<file path="config.mk">
export PLATFORM = sky130hd
export DESIGN_NAME = bitpacked_rle_decoder
export DESIGN_NICKNAME = d
export VERILOG_FILES = /design/src/rtl/brle_pkg.sv /design/src/rtl/brle_front.sv /design/src/rtl/brle_queue.sv /design/src/rtl/brle_back.sv /design/src/rtl/bitpacked_rle_decoder.sv
export SDC_FILE = /design/constraint.sdc
export NUM_CORES = 1
export LEC_CHECK = 0
export BUFFER_PORTS_ARGS = -buffer_cell sky130_fd_sc_hd__clkbuf_2
export CORE_MARGIN = 5
export CORE_UTILIZATION = 30
export DETAILED_ROUTE_END_ITERATION = 8
export PLACE_DENSITY = 0.47
export SETUP_SLACK_MARGIN = 0.1
export SLEW_MARGIN = 20
export SYNTH_ARGS = -nofsm -noshare
export SYNTH_HDL_FRONTEND = slang
export SYNTH_SLANG_ARGS = --single-unit
</file>
<file path="constraint.sdc">
create_clock -name clock -period 13.4 [get_ports clock]
set_input_delay 0 -clock clock [delete_from_list [all_inputs] [get_ports clock]]
set_output_delay 0 -clock clock [all_outputs]
set_load 0.05 [all_outputs]
</file>
<file path="src/rtl/brle_pkg.sv">
// Shared types and constants for the bit-packed run-length decoder.
`timescale 1ns / 1ps
package brle_pkg;

   localparam int DEFAULT_COUNT_BITS  = 6;
   localparam int DEFAULT_QUEUE_DEPTH = 4;
   localparam int MAX_RESULTS         = 64;
   localparam int DATA_W              = 8;
   localparam int RES_CNT_W           = 7;   // holds 0..MAX_RESULTS

   typedef enum logic [2:0] {
      PH_KIND  = 3'd0,
      PH_COUNT = 3'd1,
      PH_LIT   = 3'd2,
      PH_REP   = 3'd3
   } phase_type;

   // One decoded command: rep_count copies of data, then (if has_end)
   // the end marker, merged into the last copy when the list is full.
   typedef struct packed {
      logic [DATA_W-1:0]    data;
      logic [RES_CNT_W-1:0] rep_count;
      logic [RES_CNT_W-1:0] total;
      logic                 has_end;
   } cmd_type;

   typedef struct packed {
      logic    valid;
      cmd_type cmd;
   } q_head_type;

endpackage

</file>
<file path="src/rtl/brle_front.sv">
// Front end: parses one compressed byte per word into a result command.
`timescale 1ns / 1ps
module brle_front #(
   parameter int COUNT_BITS = brle_pkg::DEFAULT_COUNT_BITS
) (
   input  logic              clock,
   input  logic              reset,
   input  logic              req_tvalid,
   output logic              req_tready,
   input  logic [7:0]        req_tdata,
   input  logic              req_tuser,
   input  logic              q_full,
   output logic              push,
   output brle_pkg::cmd_type push_cmd
);
   import brle_pkg::*;

   localparam int RCW = COUNT_BITS + 1;

   logic [DATA_W-1:0] bit_buffer_ff, bit_buffer_in;
   logic [3:0]        bits_held_ff, bits_held_in;
   phase_type         phase_ff, phase_in;
   logic              kind_ff, kind_in;
   logic [RCW-1:0]    run_count_ff, run_count_in;
   logic              done_ff, done_in;

   logic                 accept;
   logic [DATA_W-1:0]    data_c;
   logic [RES_CNT_W-1:0] rep_c;
   logic                 end_c;

   assign req_tready = !q_full;
   assign accept     = req_tvalid && req_tready;

   // Up to eight narrow dependent steps, one per bit, MSB first.
   always_comb begin
      logic [COUNT_BITS-1:0] cnt;
      bit_buffer_in = bit_buffer_ff;
      bits_held_in  = bits_held_ff;
      phase_in      = phase_ff;
      kind_in       = kind_ff;
      run_count_in  = run_count_ff;
      done_in       = done_ff;
      data_c        = '0;
      rep_c         = '0;
      end_c         = 1'b0;
      cnt           = '0;
      if (req_tuser) begin
         bit_buffer_in = '0;
         bits_held_in  = '0;
         phase_in      = PH_KIND;
         kind_in       = 1'b0;
         run_count_in  = '0;
         done_in       = 1'b0;
      end
      for (int i = 7; i >= 0; i--) begin
         if (!done_in) begin
            case (phase_in)
               PH_COUNT: begin
                  bit_buffer_in = {bit_buffer_in[DATA_W-2:0], req_tdata[i]};
                  bits_held_in  = bits_held_in + 4'd1;
                  if (bits_held_in == 4'(COUNT_BITS)) begin
                     cnt           = bit_buffer_in[COUNT_BITS-1:0];
                     bit_buffer_in = '0;
                     bits_held_in  = '0;
                     if (!kind_in) begin
                        run_count_in = RCW'(cnt) + RCW'(1);
                        phase_in     = PH_LIT;
                     end else if (cnt == '0) begin
                        end_c    = 1'b1;
                        done_in  = 1'b1;
                        phase_in = PH_KIND;
                     end else begin
                        run_count_in = RCW'(cnt) + RCW'(1);
                        phase_in     = PH_REP;
                     end
                  end
               end
               PH_LIT, PH_REP: begin
                  bit_buffer_in = {bit_buffer_in[DATA_W-2:0], req_tdata[i]};
                  bits_held_in  = bits_held_in + 4'd1;
                  if (bits_held_in == 4'(DATA_W)) begin
                     data_c = bit_buffer_in;
                     if (phase_in == PH_LIT) begin
                        rep_c        = RES_CNT_W'(1);
                        run_count_in = run_count_in - RCW'(1);
                        if (run_count_in == '0) begin
                           phase_in = PH_KIND;
                        end
                     end else begin
                        if (int'(run_count_in) > MAX_RESULTS) begin
                           rep_c = RES_CNT_W'(MAX_RESULTS);
                        end else begin
                           rep_c = RES_CNT_W'(run_count_in);
                        end
                        run_count_in = '0;
                        phase_in     = PH_KIND;
                     end
                     bit_buffer_in = '0;
                     bits_held_in  = '0;
                  end
               end
               default: begin
                  // expect kind bit; unknown codes land here too
                  kind_in       = req_tdata[i];
                  bit_buffer_in = '0;
                  bits_held_in  = '0;
                  phase_in      = PH_COUNT;
               end
            endcase
         end
      end
   end

   always_comb begin
      push_cmd.data      = data_c;
      push_cmd.rep_count = rep_c;
      push_cmd.has_end   = end_c;
      // a full list takes the end marker on its last copy
      if (end_c && rep_c != RES_CNT_W'(MAX_RESULTS)) begin
         push_cmd.total = rep_c + RES_CNT_W'(1);
      end else begin
         push_cmd.total = rep_c;
      end
   end

   assign push = accept && (push_cmd.total != '0);

   always_ff @(posedge clock) begin
      if (reset) begin
         bit_buffer_ff <= '0;
         bits_held_ff  <= '0;
         phase_ff      <= PH_KIND;
         kind_ff       <= 1'b0;
         run_count_ff  <= '0;
         done_ff       <= 1'b0;
      end else if (accept) begin
         bit_buffer_ff <= bit_buffer_in;
         bits_held_ff  <= bits_held_in;
         phase_ff      <= phase_in;
         kind_ff       <= kind_in;
         run_count_ff  <= run_count_in;
         done_ff       <= done_in;
      end
   end

endmodule

</file>
<file path="src/rtl/brle_queue.sv">
// Command queue between the parser and the result emitter.
`timescale 1ns / 1ps
module brle_queue #(
   parameter int DEPTH = brle_pkg::DEFAULT_QUEUE_DEPTH
) (
   input  logic                 clock,
   input  logic                 reset,
   input  logic                 push,
   input  brle_pkg::cmd_type    push_cmd,
   input  logic                 pop,
   output logic                 full,
   output brle_pkg::q_head_type head
);
   import brle_pkg::*;

   localparam int PTR_W = (DEPTH > 1) ? $clog2(DEPTH) : 1;
   localparam int CNT_W = $clog2(DEPTH + 1);

   cmd_type          slots_ff [DEPTH];
   logic [PTR_W-1:0] wr_ptr_ff, wr_ptr_in;
   logic [PTR_W-1:0] rd_ptr_ff, rd_ptr_in;
   logic [CNT_W-1:0] count_ff, count_in;

   logic do_push, do_pop;

   assign full    = (count_ff == CNT_W'(DEPTH));
   assign do_push = push && !full;
   assign do_pop  = pop && (count_ff != '0);

   assign head.valid = (count_ff != '0);
   assign head.cmd   = slots_ff[rd_ptr_ff];

   always_comb begin
      wr_ptr_in = wr_ptr_ff;
      rd_ptr_in = rd_ptr_ff;
      count_in  = count_ff;
      if (do_push) begin
         wr_ptr_in = (wr_ptr_ff == PTR_W'(DEPTH - 1)) ? '0 : wr_ptr_ff + PTR_W'(1);
      end
      if (do_pop) begin
         rd_ptr_in = (rd_ptr_ff == PTR_W'(DEPTH - 1)) ? '0 : rd_ptr_ff + PTR_W'(1);
      end
      if (do_push && !do_pop) begin
         count_in = count_ff + CNT_W'(1);
      end else if (do_pop && !do_push) begin
         count_in = count_ff - CNT_W'(1);
      end
   end

   always_ff @(posedge clock) begin
      if (do_push) begin
         slots_ff[wr_ptr_ff] <= push_cmd;
      end
   end

   always_ff @(posedge clock) begin
      if (reset) begin
         wr_ptr_ff <= '0;
         rd_ptr_ff <= '0;
         count_ff  <= '0;
      end else begin
         wr_ptr_ff <= wr_ptr_in;
         rd_ptr_ff <= rd_ptr_in;
         count_ff  <= count_in;
      end
   end

endmodule

</file>
<file path="src/rtl/brle_back.sv">
// Back end: expands queued commands into result words, one per cycle while the consumer accepts.
`timescale 1ns / 1ps
module brle_back (
   input  logic                 clock,
   input  logic                 reset,
   input  brle_pkg::q_head_type head,
   output logic                 pop,
   output logic                 rsp_tvalid,
   input  logic                 rsp_tready,
   output logic [7:0]           rsp_tdata,
   output logic [1:0]           rsp_tuser,
   output logic                 rsp_tlast
);
   import brle_pkg::*;

   logic [RES_CNT_W-1:0] idx_ff, idx_in;
   logic                 valid_ff;
   logic [DATA_W-1:0]    byte_ff, byte_in;
   logic                 bvalid_ff, bvalid_in;
   logic                 end_ff, end_in;
   logic                 last_ff, last_in;
   logic                 load;

   assign load = head.valid && (!valid_ff || rsp_tready);
   assign pop  = load && last_in;

   always_comb begin
      last_in   = (idx_ff == head.cmd.total - RES_CNT_W'(1));
      bvalid_in = (idx_ff < head.cmd.rep_count);
      byte_in   = bvalid_in ? head.cmd.data : '0;
      end_in    = head.cmd.has_end && last_in;
      idx_in    = last_in ? '0 : idx_ff + RES_CNT_W'(1);
   end

   always_ff @(posedge clock) begin
      if (reset) begin
         valid_ff <= 1'b0;
         idx_ff   <= '0;
      end else begin
         if (load) begin
            valid_ff <= 1'b1;
            idx_ff   <= idx_in;
         end else if (rsp_tready) begin
            valid_ff <= 1'b0;
         end
      end
   end

   always_ff @(posedge clock) begin
      if (load) begin
         byte_ff   <= byte_in;
         bvalid_ff <= bvalid_in;
         end_ff    <= end_in;
         last_ff   <= last_in;
      end
   end

   assign rsp_tvalid = valid_ff;
   assign rsp_tdata  = byte_ff;
   assign rsp_tuser  = {end_ff, bvalid_ff};
   assign rsp_tlast  = last_ff;

endmodule

</file>
<file path="src/rtl/bitpacked_rle_decoder.sv">
// Top level of the bit-packed literal/repeat run-length decoder.
// Path: a result word is registered in the command queue and then in the output stage before it is offered.
// Throughput: the parser takes one word per cycle while the command queue has room;
//   the emitter gives one result word per cycle while the consumer accepts.
// Reset: synchronous, active high; clears parser state, queue and output valid.
`timescale 1ns / 1ps
module bitpacked_rle_decoder #(
   parameter int COUNT_BITS  = brle_pkg::DEFAULT_COUNT_BITS,   // 1..8
   parameter int QUEUE_DEPTH = brle_pkg::DEFAULT_QUEUE_DEPTH   // 2..16
) (
   input  logic       clock,
   input  logic       reset,
   // compressed input
   input  logic       req_tvalid,
   output logic       req_tready,
   input  logic [7:0] req_tdata,    // [7:0] in_byte
   input  logic       req_tuser,    // [0] new_stream
   // decoded results
   output logic       rsp_tvalid,
   input  logic       rsp_tready,
   output logic [7:0] rsp_tdata,    // [7:0] out_byte
   output logic [1:0] rsp_tuser,    // [0] byte_valid, [1] stream_end
   output logic       rsp_tlast     // last result caused by one input word
);
   import brle_pkg::*;

   logic       q_full;
   logic       push;
   logic       pop;
   cmd_type    push_cmd;
   q_head_type head;

   // Parser: the bit buffer and token state advance a whole word at a time.
   // A word that decodes nothing (or arrives after the end marker) is
   // taken and dropped without touching the queue.
   brle_front #(
      .COUNT_BITS (COUNT_BITS)
   ) u_front (
      .clock      (clock),
      .reset      (reset),
      .req_tvalid (req_tvalid),
      .req_tready (req_tready),
      .req_tdata  (req_tdata),
      .req_tuser  (req_tuser),
      .q_full     (q_full),
      .push       (push),
      .push_cmd   (push_cmd)
   );

   // Short queue so the parser keeps running while a long repeat run drains.
   brle_queue #(
      .DEPTH (QUEUE_DEPTH)
   ) u_queue (
      .clock    (clock),
      .reset    (reset),
      .push     (push),
      .push_cmd (push_cmd),
      .pop      (pop),
      .full     (q_full),
      .head     (head)
   );

   // Emitter: walks each command, one result word per cycle while the consumer
   // accepts, into a registered output stage.
   brle_back u_back (
      .clock      (clock),
      .reset      (reset),
      .head       (head),
      .pop        (pop),
      .rsp_tvalid (rsp_tvalid),
      .rsp_tready (rsp_tready),
      .rsp_tdata  (rsp_tdata),
      .rsp_tuser  (rsp_tuser),
      .rsp_tlast  (rsp_tlast)
   );

endmodule
</file>
After elaboration in Yosys (flattened, before gate mapping)
Memories as Yosys holds them, arrays and structs flattened. A register that Yosys moved wholly into a read port is not among the register bits.
Cells that the tools add are included.
{"block": "classes", "n_addsub": 31, "multipliers": 0, "div": 0, "n_lt_le_gt_ge": 9, "n_eq_ne": 45, "shifts": 0, "n_mux": 358, "bitwise": 0, "n_reduce_logical": 51}
{"operator": "7-bit two-way mux", "count": 116}
{"operator": "7-bit one-hot mux with 2 select lines", "count": 16}
{"operator": "8-bit two-way mux", "count": 24}
{"operator": "3-bit two-way mux", "count": 51}
{"operator": "4-bit two-way mux", "count": 25}
{"operator": "1-bit two-way mux", "count": 98}
{"operator": "4-bit one-hot mux with 2 select lines", "count": 8}
{"operator": "7-bit by 1-bit subtractor with 7-bit output (second input constant)", "count": 9}
{"operator": "6-bit by 1-bit adder with 7-bit output (second input constant)", "count": 8}
{"operator": "7-bit greater-than comparator (second input constant)", "count": 8}
{"operator": "7-bit zero test", "count": 8}
{"operator": "3-bit by 2-bit equality test with 1-bit output (second input constant)", "count": 16}
{"operator": "6-bit zero test", "count": 8}
{"operator": "3-bit one-hot mux with 2 select lines", "count": 8}
{"operator": "4-bit by 1-bit adder with 4-bit output (second input constant)", "count": 8}
{"operator": "4-bit by 3-bit equality test with 1-bit output (second input constant)", "count": 8}
{"operator": "4-bit equality test (second input constant)", "count": 8}
{"operator": "3-bit by 1-bit equality test with 1-bit output (second input constant)", "count": 8}
{"operator": "2-bit two-way mux", "count": 12}
{"operator": "3-bit OR reduction", "count": 8}
{"operator": "2-bit OR reduction", "count": 8}
{"operator": "7-bit by 1-bit adder with 7-bit output (second input constant)", "count": 2}
{"operator": "1-bit logical AND", "count": 10}
{"operator": "7-bit equality test", "count": 1}
{"operator": "other kinds (12)", "count": 18}
{"block": "word_totals", "reg_bits": 49, "latchBits": 0, "ram_bits": 92, "rom_bits": 0, "out_inout_bits": 13, "elab_cells": 510, "mem_count": 1}
{"name": "u_queue.slots_ff", "depth": 4, "word_bits": 23, "rd": 1, "rd_ports_with_merged_regs": 1, "wr": 1, "line_no": "brle_queue.sv:19", "source": "cmd_type slots_ff [DEPTH];"}

Depth between registers and ports, before layout
{"block": "depth", "depth_word": 59, "depth_mapped": 77, "depth_no_buf": 74}

Hierarchy
From an unflattened synthesis, not the netlist that was laid out.
{"block": "hier_totals", "cells_unflattened": 1896, "area_unflattened_um2": 15613.7}
{"mod": "brle_front", "n_inst": 1, "cells_each": 1603, "area_per_inst_um2": 10568.9, "seq_area_each_um2": 460.4}
{"mod": "brle_queue", "n_inst": 1, "cells_each": 170, "area_per_inst_um2": 3811.2, "seq_area_each_um2": 2942.8}
{"mod": "brle_back", "n_inst": 1, "cells_each": 123, "area_per_inst_um2": 1233.7, "seq_area_each_um2": 490.5}

Worst setup path after synthesis
No wires, ideal clock.
{"block": "synth_path", "path_type": "input to register", "start": "input req_tuser", "end": "register u_queue.count_ff[2]", "t_arrival_ps": 14144, "required_time_ps": 13329, "slack_ps": -815, "path_stages": 66, "path_cell_list": "buf_2 -> buf_1 -> nor2b_1 -> ha_1 -> and2_1 -> mux2_2 -> a21oi_1 -> o21ai_0 -> o21ai_0 -> ha_1 -> inv_1 -> o311ai_0 -> a21oi_1 -> o21ai_0 -> nand2_1 -> ha_1 -> nor3_1 -> o31ai_1 -> (+30 left out) -> a21oi_1 -> o31a_1 -> nor3_1 -> o32ai_4 -> nand2_1 -> o41ai_1 -> inv_1 -> ha_1 -> o211a_1 -> or4_4 -> mux2i_4 -> a31oi_4 -> ha_1 -> inv_1 -> fa_1 -> xor2_1 -> or3_1 -> a21oi_1"}
{"item": "from (decl)", "line_no": "bitpacked_rle_decoder.sv:17", "source": "input logic req_tuser,"}
{"item": "to (signal assigned)", "line_no": "brle_queue.sv:64", "source": "count_ff <= count_in;"}
{"item": "to (decl)", "line_no": "brle_queue.sv:22", "source": "logic [CNT_W-1:0] count_ff, count_in;"}

==> results.tsv <==
metric	value	unit
commonest non-fill, non-tap cell in the layout	buf_4	
Detailed Place HPWL	56700	um
I/O Buffers	25	
sequential-to-total area share from yosys stat	24.7	%
Initial Utilization	30.1	%
initial antenna violation count	0	
CP max stage cell	or4_4	
final setup margin	0.0912	ns
hold depth	4	
DIE AREA	57200	um^2
Hold Path Class	primary input to flop	
DRC	0	
max incr delay on CP	0.51	ns
RSZ-0062 raised after global routing	true	
GRT Overall Usage	23.1	%
Yosys cell types	126	
r2r worst-path depth	61	
#FFs+latches synth	143	
pin count of the biggest net entering global routing	36	
P&R area growth vs syn	36.2	%
finished layout cell area	21500	um^2
Root Buffer	clkbuf_16	
Cell Rows	84	
share of cells above drive strength 1	32.1	%
RR Endpoint	u_queue.count_ff[2]$_SDFFE_PP0P_	
GP Congestion	0.994	
most frequent cells in the layout	buf_4, nand2_1, nor2_1	
vias in the first global route	17100	
CTS sink count	143	
Place WS	-0.385	ns
die width	239	um
Worst EP arrival	13.65	ns
clock latency on the worst-skew pair	0.42	ns
ANT cells	0	
Post-synth top flop	edfxtp_1	
DP Area	19900	um^2
Syn Nets	2026	
Worst EP required	13.74	ns
via/cell ratio	5.79	
Max Buffers Root-to-Sink	2	
final setup fails	0	
crit-path max FO	6	
Final ANT Viol Nets	0	
most used cell, CP	buf_4	
final WL	70200	um
DR WL/cell	22.8	um
Top Family by Delay on Critical Path	compound AO/OA/AOI/OAI gates	
initial drt markers	1445	
EDFF count, synth	103	
Num CTS Buffers	17	
crit path kind	flop to flop	
Synth Area per Inst	8.11	um^2
layout net count	2462	
CP Buf/Inv Count	9	
worst hold slack	0.210	ns
CTS HTree Levels	4	
FF-to-FF Start	u_front.bit_buffer_ff[0]$_SDFFE_PP0P_	
HP Start	req_tvalid	
Tcrit/Tclk final	99.3	%
Post-synth ARST share	0	%
Final Max Tran Viols	0	
Fin. Hold Viols	0	
total number of vias	17800	
CP startpoint kind	flop	
first-pass GRT wire length	104000	um
Layout fillers	5365	
worst slew pin tran	1.03	ns
synth warn	0	
clock skew	0.0125	ns
max_slew headroom	31.6	%
First-pass DRT Iterations	6	
R2R Setup Slk	0.09	ns
post-synthesis cell count	1943	
crit path time final	13.31	ns
core area	52300	um^2
Worst Hold Endpoint	u_front.run_count_ff[3]$_SDFFE_PP0P_	
Post-Syn Area	15800	um^2
die height	239	um
maximum clock frequency	75.1	MHz
Ports	26	
Worst setup EP type	flop	
clock-pin slew on the worst setup and hold paths	0.06	ns
Max Cap Violations	0	
CTS tree	done	
Remaining Overflow, GRT	0	
status	finished, final reports clean	
-- worst reg2reg max path: cells and delay by family, from the launching register on --
family	cells	cell delay, ns
compound gates	20	4.62
simple gates	20	4.58
fa+ha+maj	9	2.07
buf+inv	9	1.18
flops	1	0.32
mux	2	0.30
xor+xnor	1	0.16
-- routing by layer --
metal | global-route usage [%] | vias to the layer above | wire (um)
li1 | - | 8356 | -
met2 | 38.2 | 688 | 32500
met1 | 32.4 | 8683 | 32000
met5 | 0 | - | 0
met4 | 6.24 | 0 | 2020
met3 | 2.38 | 110 | 3720
-- state kept, by name, indices dropped and copies added, names as in the netlist, named ones only --
| signal | cells |
|---|---|
| u_front.bits_held_ff | 4 |
| u_back.rsp_tdata | 8 |
| u_front.bit_buffer_ff | 7 |
| u_back.rsp_tvalid | 1 |
| u_front.done_ff | 1 |
| u_queue.wr_ptr_ff | 2 |
| u_front.kind_ff | 1 |
| u_back.idx_ff | 7 |
| u_front.run_count_ff | 7 |
| u_back.end_ff | 1 |
| u_queue.rd_ptr_ff | 2 |
| u_front.phase_ff | 3 |
| u_back.rsp_tlast | 1 |
| u_queue.count_ff | 3 |
| u_back.bvalid_ff | 1 |
| u_queue.slots_ff | 92 |
-- repair_timing --
item                                    CTS  global route
cloned                                    0             0
endpoints found under the hold margin     2             0
hold buffers                              2             0
endpoints found under the setup margin   57            98
buffers inserted                          3            39
resized for setup                        23           131
pin swaps                                 6            89
-- per-stage QoR --
stage	utilization [%]	instances	setup TNS, ns
floorplan	-	1943	0
global placement	37.9	3004	-0.112
detailed placement	37.9	3004	-0.454
CTS	39.2	3041	0
global route	41.0	3080	-0.432
finish	41.0	3080	0
-- Yosys cell counts (all sizes together) (26+ instances only) --
| cell | instances | area (um^2) |
|---|---|---|
| a211oi | 38 | 305 |
| a31oi | 26 | 193 |
| nand3 | 82 | 410 |
| clkbuf | 63 | 238 |
| and2 | 48 | 303 |
| xor2 | 31 | 272 |
| ha | 69 | 863 |
| nor3 | 76 | 400 |
| dfxtp | 40 | 801 |
| o31ai | 29 | 250 |
| nor2 | 167 | 634 |
| or3 | 27 | 174 |
| nand2 | 195 | 734 |
| inv | 82 | 308 |
| edfxtp | 103 | 3090 |
| xnor2 | 54 | 480 |
| a21oi | 131 | 671 |
| o211ai | 37 | 283 |
| nand4 | 26 | 163 |
| o21ai | 119 | 603 |
-- area by class of cell --
| class | count | area (um^2) | area share (%) |
|---|---|---|---|
| sequential | 143 | 3900 | 18.2 |
| clock buffer | 19 | 433 | 2.02 |
| clock inverter | 13 | 113 | 0.525 |
| inverter | 82 | 313 | 1.46 |
| tap | 688 | 861 | 4.01 |
| multi-input combinational | 1631 | 12000 | 56.0 |
| timing repair buffer | 504 | 3810 | 17.8 |
-- logic make-up after synthesis --
family | after synthesis | synth area share [%]
and+or+nand+nor | 774 | 25.0
AOI/OAI and AO/OA | 648 | 30.1
buffers and inverters | 169 | 4.31
DFF | 143 | 24.7
xor gates and xnor gates | 85 | 4.77
adders and majority gates | 70 | 5.61
muxes | 54 | 5.51
-- how the worst max path moves through the flow --
stage	from	slack, ns	end	depth (start not counted)
floorplan	u_front.bit_buffer_ff[0]$_SDFFE_PP0P_	0.10	u_queue.count_ff[2]$_SDFFE_PP0P_	65
global placement	u_front.bits_held_ff[1]$_SDFFE_PP0P_	-0.11	u_queue.count_ff[2]$_SDFFE_PP0P_	64
detailed placement	req_tuser	-0.39	u_queue.count_ff[2]$_SDFFE_PP0P_	65
CTS	u_front.bits_held_ff[0]$_SDFFE_PP0P_	0.12	u_queue.count_ff[2]$_SDFFE_PP0P_	67
global route	u_front.bits_held_ff[0]$_SDFFE_PP0P_	-0.36	u_queue.count_ff[2]$_SDFFE_PP0P_	66
finish	u_front.bit_buffer_ff[0]$_SDFFE_PP0P_	0.09	u_queue.count_ff[2]$_SDFFE_PP0P_	61
Power is left out: the tool's default activity adds up to more than one toggle a clock period on the data nets, which glitch-free logic cannot reach.
